$ cat config.mk
export PLATFORM = sky130hd
export DESIGN_NAME = utf8_encoder_from_ucs
export DESIGN_NICKNAME = d
export VERILOG_FILES = /design/src/hw/rtl/utf8enc_pkg.sv /design/src/hw/rtl/utf8enc_front.sv /design/src/hw/rtl/utf8enc_queue.sv /design/src/hw/rtl/utf8enc_back.sv /design/src/hw/rtl/utf8_encoder_from_ucs.sv
export SDC_FILE = /design/constraint.sdc
export NUM_CORES = 1
export LEC_CHECK = 0
export BUFFER_PORTS_ARGS = -buffer_cell sky130_fd_sc_hd__buf_4
export CORE_MARGIN = 2
export CORE_UTILIZATION = 50
export DETAILED_ROUTE_END_ITERATION = 10
export GPL_TIMING_DRIVEN = 0
export PLACE_DENSITY = 0.69
export SLEW_MARGIN = 20
export SYNTH_ARGS = -nofsm -noshare
export SYNTH_HDL_FRONTEND = slang
export SYNTH_SLANG_ARGS = --single-unit
export TNS_END_PERCENT = 30
$ cat constraint.sdc
create_clock -name i_clk -period 4.08 [get_ports i_clk]
set_clock_uncertainty 0.2 [all_clocks]
set_input_delay 0.408 -clock i_clk [delete_from_list [all_inputs] [get_ports i_clk]]
set_output_delay 0.408 -clock i_clk [all_outputs]
set_load 0.005 [all_outputs]
$ cat src/hw/rtl/utf8enc_pkg.sv
package utf8enc_pkg;

    // source_format codes; the two unused codes act as UCS-4
    localparam logic [1:0] FmtLatin1 = 2'd0;
    localparam logic [1:0] FmtUcs2   = 2'd1;

    localparam logic [1:0] ErrOk   = 2'd0;
    localparam logic [1:0] ErrChar = 2'd1;
    localparam logic [1:0] ErrLen  = 2'd2;

    localparam logic [31:0] SurrLo  = 32'h0000_D800;
    localparam logic [31:0] SurrEnd = 32'h0000_E000;
    localparam logic [31:0] MaxCp   = 32'h0010_FFFF;
    localparam logic [31:0] Lim1    = 32'h0000_007F;
    localparam logic [31:0] Lim2    = 32'h0000_07FF;
    localparam logic [31:0] Lim3    = 32'h0000_FFFF;

    localparam logic [7:0] Lead2   = 8'hC0;
    localparam logic [7:0] Lead3   = 8'hE0;
    localparam logic [7:0] Lead4   = 8'hF0;
    localparam logic [7:0] ContTag = 8'h80;
    localparam logic [5:0] ContMsk = 6'h3F;

    localparam int QDepth = 4;
    localparam int QAw    = $clog2(QDepth);

    typedef struct packed {
        logic [7:0] in_byte;
        logic       end_of_string;
    } t_in;

    typedef struct packed {
        logic [7:0] out_byte;
        logic       byte_valid;
        logic [1:0] error_code;
        logic       run_last;
        logic       string_done;
    } t_out;

    // one queued job: a code point to encode, or a closing error result
    typedef struct packed {
        logic [20:0] cp;
        logic [1:0]  len;      // number of UTF-8 bytes minus one
        logic        closing;
        logic [1:0]  err;
        logic        eos;
    } t_job;

    function automatic logic [7:0] enc_byte(input logic [20:0] cp, input logic [1:0] len,
                                            input logic [1:0] idx);
        logic [1:0] grp;
        logic [7:0] b;
        grp = len - idx;
        if (idx == 2'd0) begin
            case (len)
                2'd0:    b = {1'b0, cp[6:0]};
                2'd1:    b = Lead2 | {3'b0, cp[10:6]};
                2'd2:    b = Lead3 | {4'b0, cp[15:12]};
                default: b = Lead4 | {5'b0, cp[20:18]};
            endcase
        end else begin
            case (grp)
                2'd0:    b = ContTag | {2'b0, cp[5:0] & ContMsk};
                2'd1:    b = ContTag | {2'b0, cp[11:6] & ContMsk};
                default: b = ContTag | {2'b0, cp[17:12] & ContMsk};
            endcase
        end
        return b;
    endfunction

endpackage

$ cat src/hw/rtl/utf8enc_front.sv
module utf8enc_front (
    input  logic              i_clk,
    input  logic              i_rst_n,
    input  logic              i_cfg_we,
    input  logic [1:0]        i_cfg_wdata,
    input  logic              i_in_valid,
    output logic              o_in_stall,
    input  utf8enc_pkg::t_in  i_in,
    input  logic              i_q_full,
    output logic              o_push,
    output utf8enc_pkg::t_job o_job
);
    import utf8enc_pkg::*;

    logic [1:0]  r_fmt;
    logic [31:0] r_accum, n_accum;
    logic [1:0]  r_count, n_count;
    logic        r_err, n_err;

    logic        accept;
    logic [2:0]  unit_sz;
    logic [2:0]  n_gath;
    logic [31:0] acc, cp;
    logic        bad;
    logic [1:0]  len;

    assign o_in_stall = i_q_full;
    assign accept     = i_in_valid && !i_q_full;
    assign acc        = {r_accum[23:0], i_in.in_byte};
    assign n_gath     = {1'b0, r_count} + 3'd1;

    always_comb begin
        case (r_fmt)
            FmtLatin1: begin
                unit_sz = 3'd1;
                cp      = {24'b0, acc[7:0]};
            end
            FmtUcs2: begin
                unit_sz = 3'd2;
                cp      = {16'b0, acc[15:0]};
            end
            default: begin
                unit_sz = 3'd4;
                cp      = acc;
            end
        endcase
    end

    assign bad = r_err || (cp >= SurrLo && cp < SurrEnd) || (cp > MaxCp);

    always_comb begin
        if (cp <= Lim1)      len = 2'd0;
        else if (cp <= Lim2) len = 2'd1;
        else if (cp <= Lim3) len = 2'd2;
        else                 len = 2'd3;
    end

    always_comb begin
        n_accum       = r_accum;
        n_count       = r_count;
        n_err         = r_err;
        o_push        = 1'b0;
        o_job.cp      = cp[20:0];
        o_job.len     = len;
        o_job.closing = 1'b0;
        o_job.err     = ErrOk;
        o_job.eos     = i_in.end_of_string;
        if (accept) begin
            if (n_gath < unit_sz) begin
                n_accum = acc;
                n_count = n_gath[1:0];
                if (i_in.end_of_string) begin
                    o_push        = 1'b1;
                    o_job.closing = 1'b1;
                    o_job.err     = ErrLen;
                    o_job.len     = 2'd0;
                end
            end else begin
                n_accum = '0;
                n_count = '0;
                if (bad) begin
                    n_err = 1'b1;
                    if (i_in.end_of_string) begin
                        o_push        = 1'b1;
                        o_job.closing = 1'b1;
                        o_job.err     = ErrChar;
                        o_job.len     = 2'd0;
                    end
                end else begin
                    o_push = 1'b1;
                end
            end
            if (i_in.end_of_string) begin
                n_accum = '0;
                n_count = '0;
                n_err   = 1'b0;
            end
        end
    end

    always_ff @(posedge i_clk) begin
        if (!i_rst_n) begin
            r_fmt   <= FmtLatin1;
            r_accum <= '0;
            r_count <= '0;
            r_err   <= 1'b0;
        end else begin
            if (i_cfg_we) r_fmt <= i_cfg_wdata;
            r_accum <= n_accum;
            r_count <= n_count;
            r_err   <= n_err;
        end
    end

endmodule

$ cat src/hw/rtl/utf8enc_queue.sv
module utf8enc_queue (
    input  logic              i_clk,
    input  logic              i_rst_n,
    input  logic              i_push,
    input  utf8enc_pkg::t_job i_job,
    output logic              o_full,
    input  logic              i_pop,
    output logic              o_empty,
    output utf8enc_pkg::t_job o_head
);
    import utf8enc_pkg::*;

    t_job            r_mem [QDepth];
    logic [QAw-1:0]  r_wp;
    logic [QAw-1:0]  r_rp;
    logic [QAw:0]    r_cnt;

    assign o_full  = (r_cnt == (QAw+1)'(QDepth));
    assign o_empty = (r_cnt == '0);
    assign o_head  = r_mem[r_rp];

    always_ff @(posedge i_clk) begin
        if (i_push) r_mem[r_wp] <= i_job;
    end

    always_ff @(posedge i_clk) begin
        if (!i_rst_n) begin
            r_wp  <= '0;
            r_rp  <= '0;
            r_cnt <= '0;
        end else begin
            if (i_push) r_wp <= r_wp + 1'b1;
            if (i_pop)  r_rp <= r_rp + 1'b1;
            case ({i_push, i_pop})
                2'b10:   r_cnt <= r_cnt + 1'b1;
                2'b01:   r_cnt <= r_cnt - 1'b1;
                default: r_cnt <= r_cnt;
            endcase
        end
    end

`ifndef SYNTHESIS
    a_no_overflow: assert property (@(posedge i_clk) disable iff (!i_rst_n)
        i_push |-> !o_full)
        else $error("queue push while full");
    a_no_underflow: assert property (@(posedge i_clk) disable iff (!i_rst_n)
        i_pop |-> !o_empty)
        else $error("queue pop while empty");
    a_cnt_bound: assert property (@(posedge i_clk) disable iff (!i_rst_n)
        r_cnt <= (QAw+1)'(QDepth))
        else $error("queue count out of range");
`endif

endmodule

$ cat src/hw/rtl/utf8enc_back.sv
module utf8enc_back (
    input  logic              i_clk,
    input  logic              i_rst_n,
    input  logic              i_q_empty,
    input  utf8enc_pkg::t_job i_head,
    output logic              o_pop,
    output logic              o_out_valid,
    input  logic              i_out_stall,
    output utf8enc_pkg::t_out o_out
);
    import utf8enc_pkg::*;

    logic [1:0] r_idx;
    logic       r_valid;
    t_out       r_out;
    t_out       n_out;
    logic       load;
    logic       last;

    assign load  = !i_q_empty && (!r_valid || !i_out_stall);
    assign last  = (r_idx == i_head.len);
    assign o_pop = load && last;

    always_comb begin
        n_out.run_last    = last;
        n_out.string_done = last && i_head.eos;
        if (i_head.closing) begin
            n_out.out_byte   = '0;
            n_out.byte_valid = 1'b0;
            n_out.error_code = i_head.err;
        end else begin
            n_out.out_byte   = enc_byte(i_head.cp, i_head.len, r_idx);
            n_out.byte_valid = 1'b1;
            n_out.error_code = ErrOk;
        end
    end

    always_ff @(posedge i_clk) begin
        if (load) r_out <= n_out;
    end

    always_ff @(posedge i_clk) begin
        if (!i_rst_n) begin
            r_idx   <= '0;
            r_valid <= 1'b0;
        end else begin
            if (load) begin
                r_idx   <= last ? 2'd0 : r_idx + 2'd1;
                r_valid <= 1'b1;
            end else if (!i_out_stall) begin
                r_valid <= 1'b0;
            end
        end
    end

    assign o_out_valid = r_valid;
    assign o_out       = r_out;

`ifndef SYNTHESIS
    a_idx_in_run: assert property (@(posedge i_clk) disable iff (!i_rst_n)
        !i_q_empty |-> r_idx <= i_head.len)
        else $error("byte index past run length");
    a_done_is_last: assert property (@(posedge i_clk) disable iff (!i_rst_n)
        r_valid && r_out.string_done |-> r_out.run_last)
        else $error("string_done without run_last");
    a_closing_err: assert property (@(posedge i_clk) disable iff (!i_rst_n)
        r_valid && !r_out.byte_valid |-> r_out.string_done && r_out.error_code != ErrOk)
        else $error("closing result without error");
`endif

endmodule

$ cat src/hw/rtl/utf8_encoder_from_ucs.sv
// Channel   Valid         Stall         Payload        Moves
// input     i_in_valid    o_in_stall    i_in (t_in)    one source byte per transfer
// output    o_out_valid   i_out_stall   o_out (t_out)  one UTF-8 byte or closing result
// config    i_cfg_we      -             i_cfg_wdata    source_format, no wait
//
// The front takes one source byte per cycle while the job queue has room; the back
// emits one result per cycle while the output is not stalled.
// The last source byte of a unit reaches the output through the job queue, then the output register.
// Reset (synchronous, active low) empties the queue and output register, sets Latin-1.
// Output stall backs up through the queue; the input stalls only when the queue is full.
module utf8_encoder_from_ucs (
    input  logic              i_clk,
    input  logic              i_rst_n,
    input  logic              i_cfg_we,
    input  logic [1:0]        i_cfg_wdata,
    input  logic              i_in_valid,
    output logic              o_in_stall,
    input  utf8enc_pkg::t_in  i_in,
    output logic              o_out_valid,
    input  logic              i_out_stall,
    output utf8enc_pkg::t_out o_out
);
    import utf8enc_pkg::*;

    logic q_full;
    logic q_empty;
    logic push;
    logic pop;
    t_job job;
    t_job head;

    utf8enc_front u_front (
        .i_clk       (i_clk),
        .i_rst_n     (i_rst_n),
        .i_cfg_we    (i_cfg_we),
        .i_cfg_wdata (i_cfg_wdata),
        .i_in_valid  (i_in_valid),
        .o_in_stall  (o_in_stall),
        .i_in        (i_in),
        .i_q_full    (q_full),
        .o_push      (push),
        .o_job       (job)
    );

    utf8enc_queue u_queue (
        .i_clk   (i_clk),
        .i_rst_n (i_rst_n),
        .i_push  (push),
        .i_job   (job),
        .o_full  (q_full),
        .i_pop   (pop),
        .o_empty (q_empty),
        .o_head  (head)
    );

    utf8enc_back u_back (
        .i_clk       (i_clk),
        .i_rst_n     (i_rst_n),
        .i_q_empty   (q_empty),
        .i_head      (head),
        .o_pop       (pop),
        .o_out_valid (o_out_valid),
        .i_out_stall (i_out_stall),
        .o_out       (o_out)
    );

endmodule
; Word level (Yosys, flattened, before mapping)
; Memory sizes are Yosys's and may differ from the RTL's. A register that Yosys moved wholly into a read port is not among the register bits.
; Cells that the tools add are included.
[totals]
input_bits = 16
elab_cells = 92
reg_bits = 52
latch_bits = 0
mem_bits_ro = 0
out_inout_bits = 15
memories = 1
mem_bits_rw = 108
[mem_list]
columns = memory, words, width, rd, rd_ports_with_merged_regs, write_ports, line
row1 = u_queue.r_mem, 4, 27, 1, 1, 1, utf8enc_queue.sv:13  ; t_job r_mem [QDepth];
[classes]
multipliers = 0
n_addsub = 7
div_mod_pow = 0
eq_ne = 10
magnitude_cmp = 7
bitwise_logic = 0
n_shift = 0
muxes = 33
n_reduce_logical = 20
[ops]
columns = operator, n
row1 = case mux 32 bit (2 select lines), 1
row2 = 2-to-1 mux 24 bit, 2
row3 = greater-or-equal comparator 32 x 16 -> 1 bit (second input constant), 1
row4 = greater-than comparator 32 x 21 -> 1 bit (second input constant), 1
row5 = <= comparator 32 x 11 -> 1 bit (second input constant), 1
row6 = <= comparator 32 x 16 -> 1 bit (second input constant), 1
row7 = <= comparator 32 x 7 -> 1 bit (second input constant), 1
row8 = less-than comparator 32 x 16 -> 1 bit (second input constant), 1
row9 = 2-to-1 mux 5 bit, 5
row10 = case mux 8 bit (3 select lines), 1
row11 = 2-to-1 mux 2 bit, 7
row12 = 2-to-1 mux 1 bit, 12
row13 = case mux 3 bit (2 select lines), 2
row14 = case mux 6 bit (2 select lines), 1
row15 = equality test 2 x 1 -> 1 bit (second input constant), 4
row16 = zero test 2 bit, 4
row17 = 2-to-1 mux 8 bit, 1
row18 = adder 2 x 1 -> 2 bit (second input constant), 3
row19 = logical AND 1 bit, 5
row20 = equality test 2 bit (second input constant), 2
row21 = zero test 1 bit, 4
row22 = nonzero test 2 bit, 2
row23 = adder 2 x 1 -> 3 bit (second input constant), 1
row24 = adder 3 x 1 -> 3 bit (second input constant), 1
row25 = other kinds (11), 13

; Longest topological paths before layout
[depth]
depth_word = 11
ltp_mapped = 14
depth_no_buf = 12

; Cells and area by module
; From an unflattened synthesis, not the netlist that was laid out.
[unflattened]
cells_unflattened = 433
hier_area_um2 = 6887.9
[modules_own_cells]
columns = module, cells_each, seq_area_each_um2, instances, area_per_inst_um2
row1 = utf8enc_queue, 187, 3423.3, 1, 4394.2
row2 = utf8enc_front, 161, 580.6, 1, 1491.4
row3 = utf8enc_back, 85, 450.4, 1, 1002.2

; Worst setup path after synthesis
; OpenSTA, ideal clock, no wires.
[synth_path]
path_type = register to register
startpoint = register (tool-made name)
endpoint = register u_queue.r_cnt[2]
synth_period_minus_slack_ns = 3.509
path_stages_with_launch = 15
slack_ns = 0.571
path_buffers = 3
required_ns = 3.804
t_arrival_ns = 3.234
setup_ns = 0.076
path_cell_list = dfxtp_1 buf_6 buf_2 mux4_2 inv_1 ha_1 buf_1 nand3_1 inv_1 ha_1 inv_1 fa_1 xor2_1 or3_1 a21boi_0
[synth_rtl]
columns = item, line
row1 = to (signal assigned), utf8enc_queue.sv:35  ; 2'b10: r_cnt <= r_cnt + 1'b1;
row2 = to (signal assigned), utf8enc_queue.sv:36  ; 2'b01: r_cnt <= r_cnt - 1'b1;
row3 = to (signal assigned), utf8enc_queue.sv:37  ; default: r_cnt <= r_cnt;
row4 = to (decl), utf8enc_queue.sv:16  ; logic [QAw:0] r_cnt;

; Worst setup path after layout
[layout_path]
startpoint = register u_front.r_fmt[1]
endpoint = register u_queue.r_cnt[2]
[layout_between]
elab_chain_cells = 11
word_cells_on_any_way = 18
classes_between = order compare (4) / eq/ne (3) / mux (6) / reduce/logical (5)
[layout_rtl]
columns = item, line
row1 = from (decl), utf8enc_front.sv:15  ; logic [1:0] r_fmt;
row2 = from (signal assigned), utf8enc_front.sv:103  ; r_fmt <= FmtLatin1;
row3 = from (signal assigned), utf8enc_front.sv:108  ; if (i_cfg_we) r_fmt <= i_cfg_wdata;
row4 = equality test 2 x 1 -> 1 bit / zero test 2 bit (equally long branches), utf8enc_front.sv:33  ; case (r_fmt)
row5 = case mux 32 bit (2 select lines), utf8enc_front.sv:33
row6 = greater-or-equal comparator 32 x 16 -> 1 bit / less-than comparator 32 x 16 -> 1 bit (equally long branches), utf8enc_front.sv:49  ; assign bad = r_err || (cp >= SurrLo && cp < SurrEnd) || (cp > MaxCp);
row7 = logical AND 1 bit, utf8enc_front.sv:49
row8 = logical OR 1 bit (2 in series), utf8enc_front.sv:49
row9 = 2-to-1 mux 1 bit, utf8enc_front.sv:81  ; if (bad) begin
row10 = 2-to-1 mux 1 bit (*), utf8enc_front.sv:69  ; if (n_gath < unit_sz) begin
row11 = 2-to-1 mux 1 bit (*), utf8enc_front.sv:68  ; if (accept) begin
row12 = equality test 2 x 1 -> 1 bit / equality test 2 bit (equally long branches), utf8enc_queue.sv:34  ; case ({i_push, i_pop})
row13 = case mux 3 bit (2 select lines) / nonzero test 2 bit (equally long branches), n/a
; Every way passes the cells marked *; elsewhere a longest branch is shown, timed or not.
; A chain may end at the register's enable or synchronous reset.

==> out/qor.txt <==
largest net degree at the start of global routing - 19
Max Cap Viol - 0
Slew HR - 50.0%
clock share of power - 29.5%
top cells by count, synth - 121 x edfxtp_1, 64 x nand2_1, 41 x dfxtp_1, 32 x a21oi_1, 24 x mux4_2
synth top area cells - edfxtp_1 54%, dfxtp_1 12%, mux4_2 8.1%
CP delay by family, top - compound AO/OA/AOI/OAI gates
CTS tree - yes
TritonCTS buffer count - 17
Final ANT Viol Nets - 0
non-filler cells, final - 688
sequential element share of the synthesized area - 66.8%
share of flip-flops with an asynchronous set or reset - 0%
pwr/cell area - 665 nW/um^2
Final Total Pwr - 5.22 mW
FMAX - 265 MHz
Clock transition at path regs - 0.06 ns
worst hold start - i_in[1]
Net Sw Frac - 28.4%
Starting Density - 50.8%
final hold violation count - 0
CP bufs+invs - 3
type of destination of the critical path - flop
post-place instance area - 7250 um^2
Synth Net Count - 478
gr usage total - 19.4%
Row Count - 42
Critical Path AT - 3.92 ns
Data required, critical path - 4.22 ns
CP Max Fanout - 10
fin area - 7850 um^2
GPL Wtd Cong - 0.877
crit start category - flop
fraction of layout cells with a size suffix above 1 - 20.1%
Max IR drop VDD - 0.000391 V
number of synthesized flops with an enable pin - 121
worst slew pin tran - 0.747 ns
placed cells - 655
logic gate share of total power - 28.2%
switching power - 1.48 mW
RR Startpoint - u_front.r_fmt[1]
hold slack final - 0.0188 ns
Sink Count - 162
Area Overhead vs Synth - 17.7%
DRC viols - 0
initial antenna violation count - 0
Power Internal - 3.74 mW
Yosys reg bits - 162
Yosys top cell by area - edfxtp_1
I/O Buffers - 29
Mapped Area - 6670 um^2
Flop pwr share - 42.4%
YS warnings - 0
GR Overflow Total - 0
Slowest cell on crit path - a31oi_2
# H-tree levels - 4
Synth top area share - 54.5%
clock root buffer - clkbuf_16
Synth Flop Type - edfxtp_1
Vias/cell - 5.56
Placeable Area - 13100 um^2
Max stage delay on crit path - 0.67 ns
status - completed
Final Util - 59.8%
Skew-Pair Late Insertion Delay - 0.42 ns
clock buffer depth - 2
Critical path origin - u_front.r_fmt[1]
first drt pass iteration count - 5
Final Max Slew Viols - 0
Period minus WS final - 3.77 ns
Crit Path Category - flop to flop
Detail Placement HPWL - 9.03 mm
Inserted Diodes - 0
IO Pins - 31
final setup fails - 0
most frequent cell after synthesis - edfxtp_1
Final Net Count - 531
HP Class - primary input to flop
post-CTS setup buffer count - 0
Gate Count Post-Synth - 446
mean routed wirelength per cell - 18.8 um
first-pass GRT wire length - 20.7 mm
Routed WL - 12.9 mm
Die ar. - 14300 um^2
Mean Syn Cell Area - 15.0 um^2
vias in the first global route - 3853
Leak Pwr - 2.71 nW
total number of vias - 3824
RSZ-0062 raised after global routing - no
chip width - 120 um
Initial DRC Count - 255
die height - 120 um
period utilization - 92.5%
Synth cell types - 49
worst-path cell chain - clkbuf_1, inv_1, nand2_1, ha_1, o21ai_0, o21bai_1, a31oi_2, ha_1, inv_1, fa_1, xor2_1, or3_1, a21boi_0
-- per-stage QoR --
step           setup slack [ns]  setup TNS (ns)
6_report                  0.307               0
3_3_place_gp             -0.524          -54.38
2_1_floorplan             0.571               0
5_1_grt                 0.00876               0
4_1_cts                  0.0313               0
3_5_place_dp             -0.275          -0.308
-- worst register-to-register path, delay by kind of cell (launching register included) --
kind	cells	cell delay [ns]
flops	1	0.35
fa+ha+maj	3	0.89
buf+inv	3	0.55
xor+xnor	1	0.16
simple gates	2	0.39
compound gates	4	1.15
-- final timing paths --
path	depth (start not counted)	end	slack (ns)
min	1	u_queue.r_mem[0][6]	0.02
max reg2reg	13	u_queue.r_cnt[2]	0.31
min reg2reg	2	u_front.r_accum[16]	0.25
max	13	u_queue.r_cnt[2]	0.31
-- logic make-up (layout without fill, tap and decap cells) --
| logic type | after synthesis | in the layout | share of synthesized area, % |
|---|---|---|---|
| simple gates | 123 | 123 | 8.87 |
| buf+inv | 34 | 100 | 2.06 |
| fa+ha+maj | 16 | 16 | 3.11 |
| compound gates | 61 | 61 | 5.89 |
| flops | 162 | 162 | 66.8 |
| xor+xnor | 7 | 7 | 1.48 |
| mux | 43 | 43 | 11.8 |
-- cells in the final DEF (no fill, tap or decap), drive strengths merged, types with 2 or more instances in the layout --
master,instances
clkinv,10
clkinvlp,2
dlygate4sd3,3
nand2,64
and2,13
inv,15
o21ai,3
a21oi,32
nor3,2
bufinv,3
nor2b,15
dfxtp,41
ha,15
nand3,5
o22ai,4
mux4,27
a222oi,4
a211oi,3
xnor2,5
nand2b,2
edfxtp,121
nor3b,3
or4,2
nor4,4
clkbuf,31
buf,36
mux2,6
xor2,2
nor2,8
mux2i,10
a21boi,4
a221oi,2
-- layout make-up --
| type | count | area [um^2] |
|---|---|---|
| tap | 176 | 220 |
| fill | 989 | 5280 |
| buffer | 17 | 75.1 |
| inverter | 15 | 56.3 |
| clock buffer | 17 | 425 |
| multi-input combinational | 250 | 2120 |
| clock inverter | 15 | 148 |
| sequential | 162 | 4450 |
| timing repair buffer | 36 | 358 |
-- what timing repair did --
action | 4_1_cts | 5_1_grt
hold endpoints to repair | 12 | 0
hold buffers | 3 | 0
endpoints found under the setup margin | 2 | 1
resized for setup | 1 | 1
gates cloned | 0 | 0
-- power by group through the flow --
stage	Sequential, mW	Clock (mW)	Combinational (mW)
floorplan	2.23	0	0.984
detailed placement	2.24	0	1.48
CTS	2.21	1.56	1.48
global placement	2.24	0	1.38
finish	2.21	1.54	1.47
global route	2.24	1.63	1.61
-- flip-flops by register name, indices dropped and copies added (netlist names), 2 cells and up, named ones only --
signal,flops
u_back.o_out,13
u_back.r_idx,2
u_front.r_accum,24
u_front.r_count,2
u_front.r_fmt,2
u_queue.r_cnt,3
u_queue.r_mem,108
u_queue.r_rp,2
u_queue.r_wp,2
-- routing by layer --
metal,wire (um),track usage [%]
met5,0,0
met4,256,7.87
met3,662,4.80
met2,6350,31.5
met1,5630,25.2
Note: power is estimated with default switching activity, not from simulation.
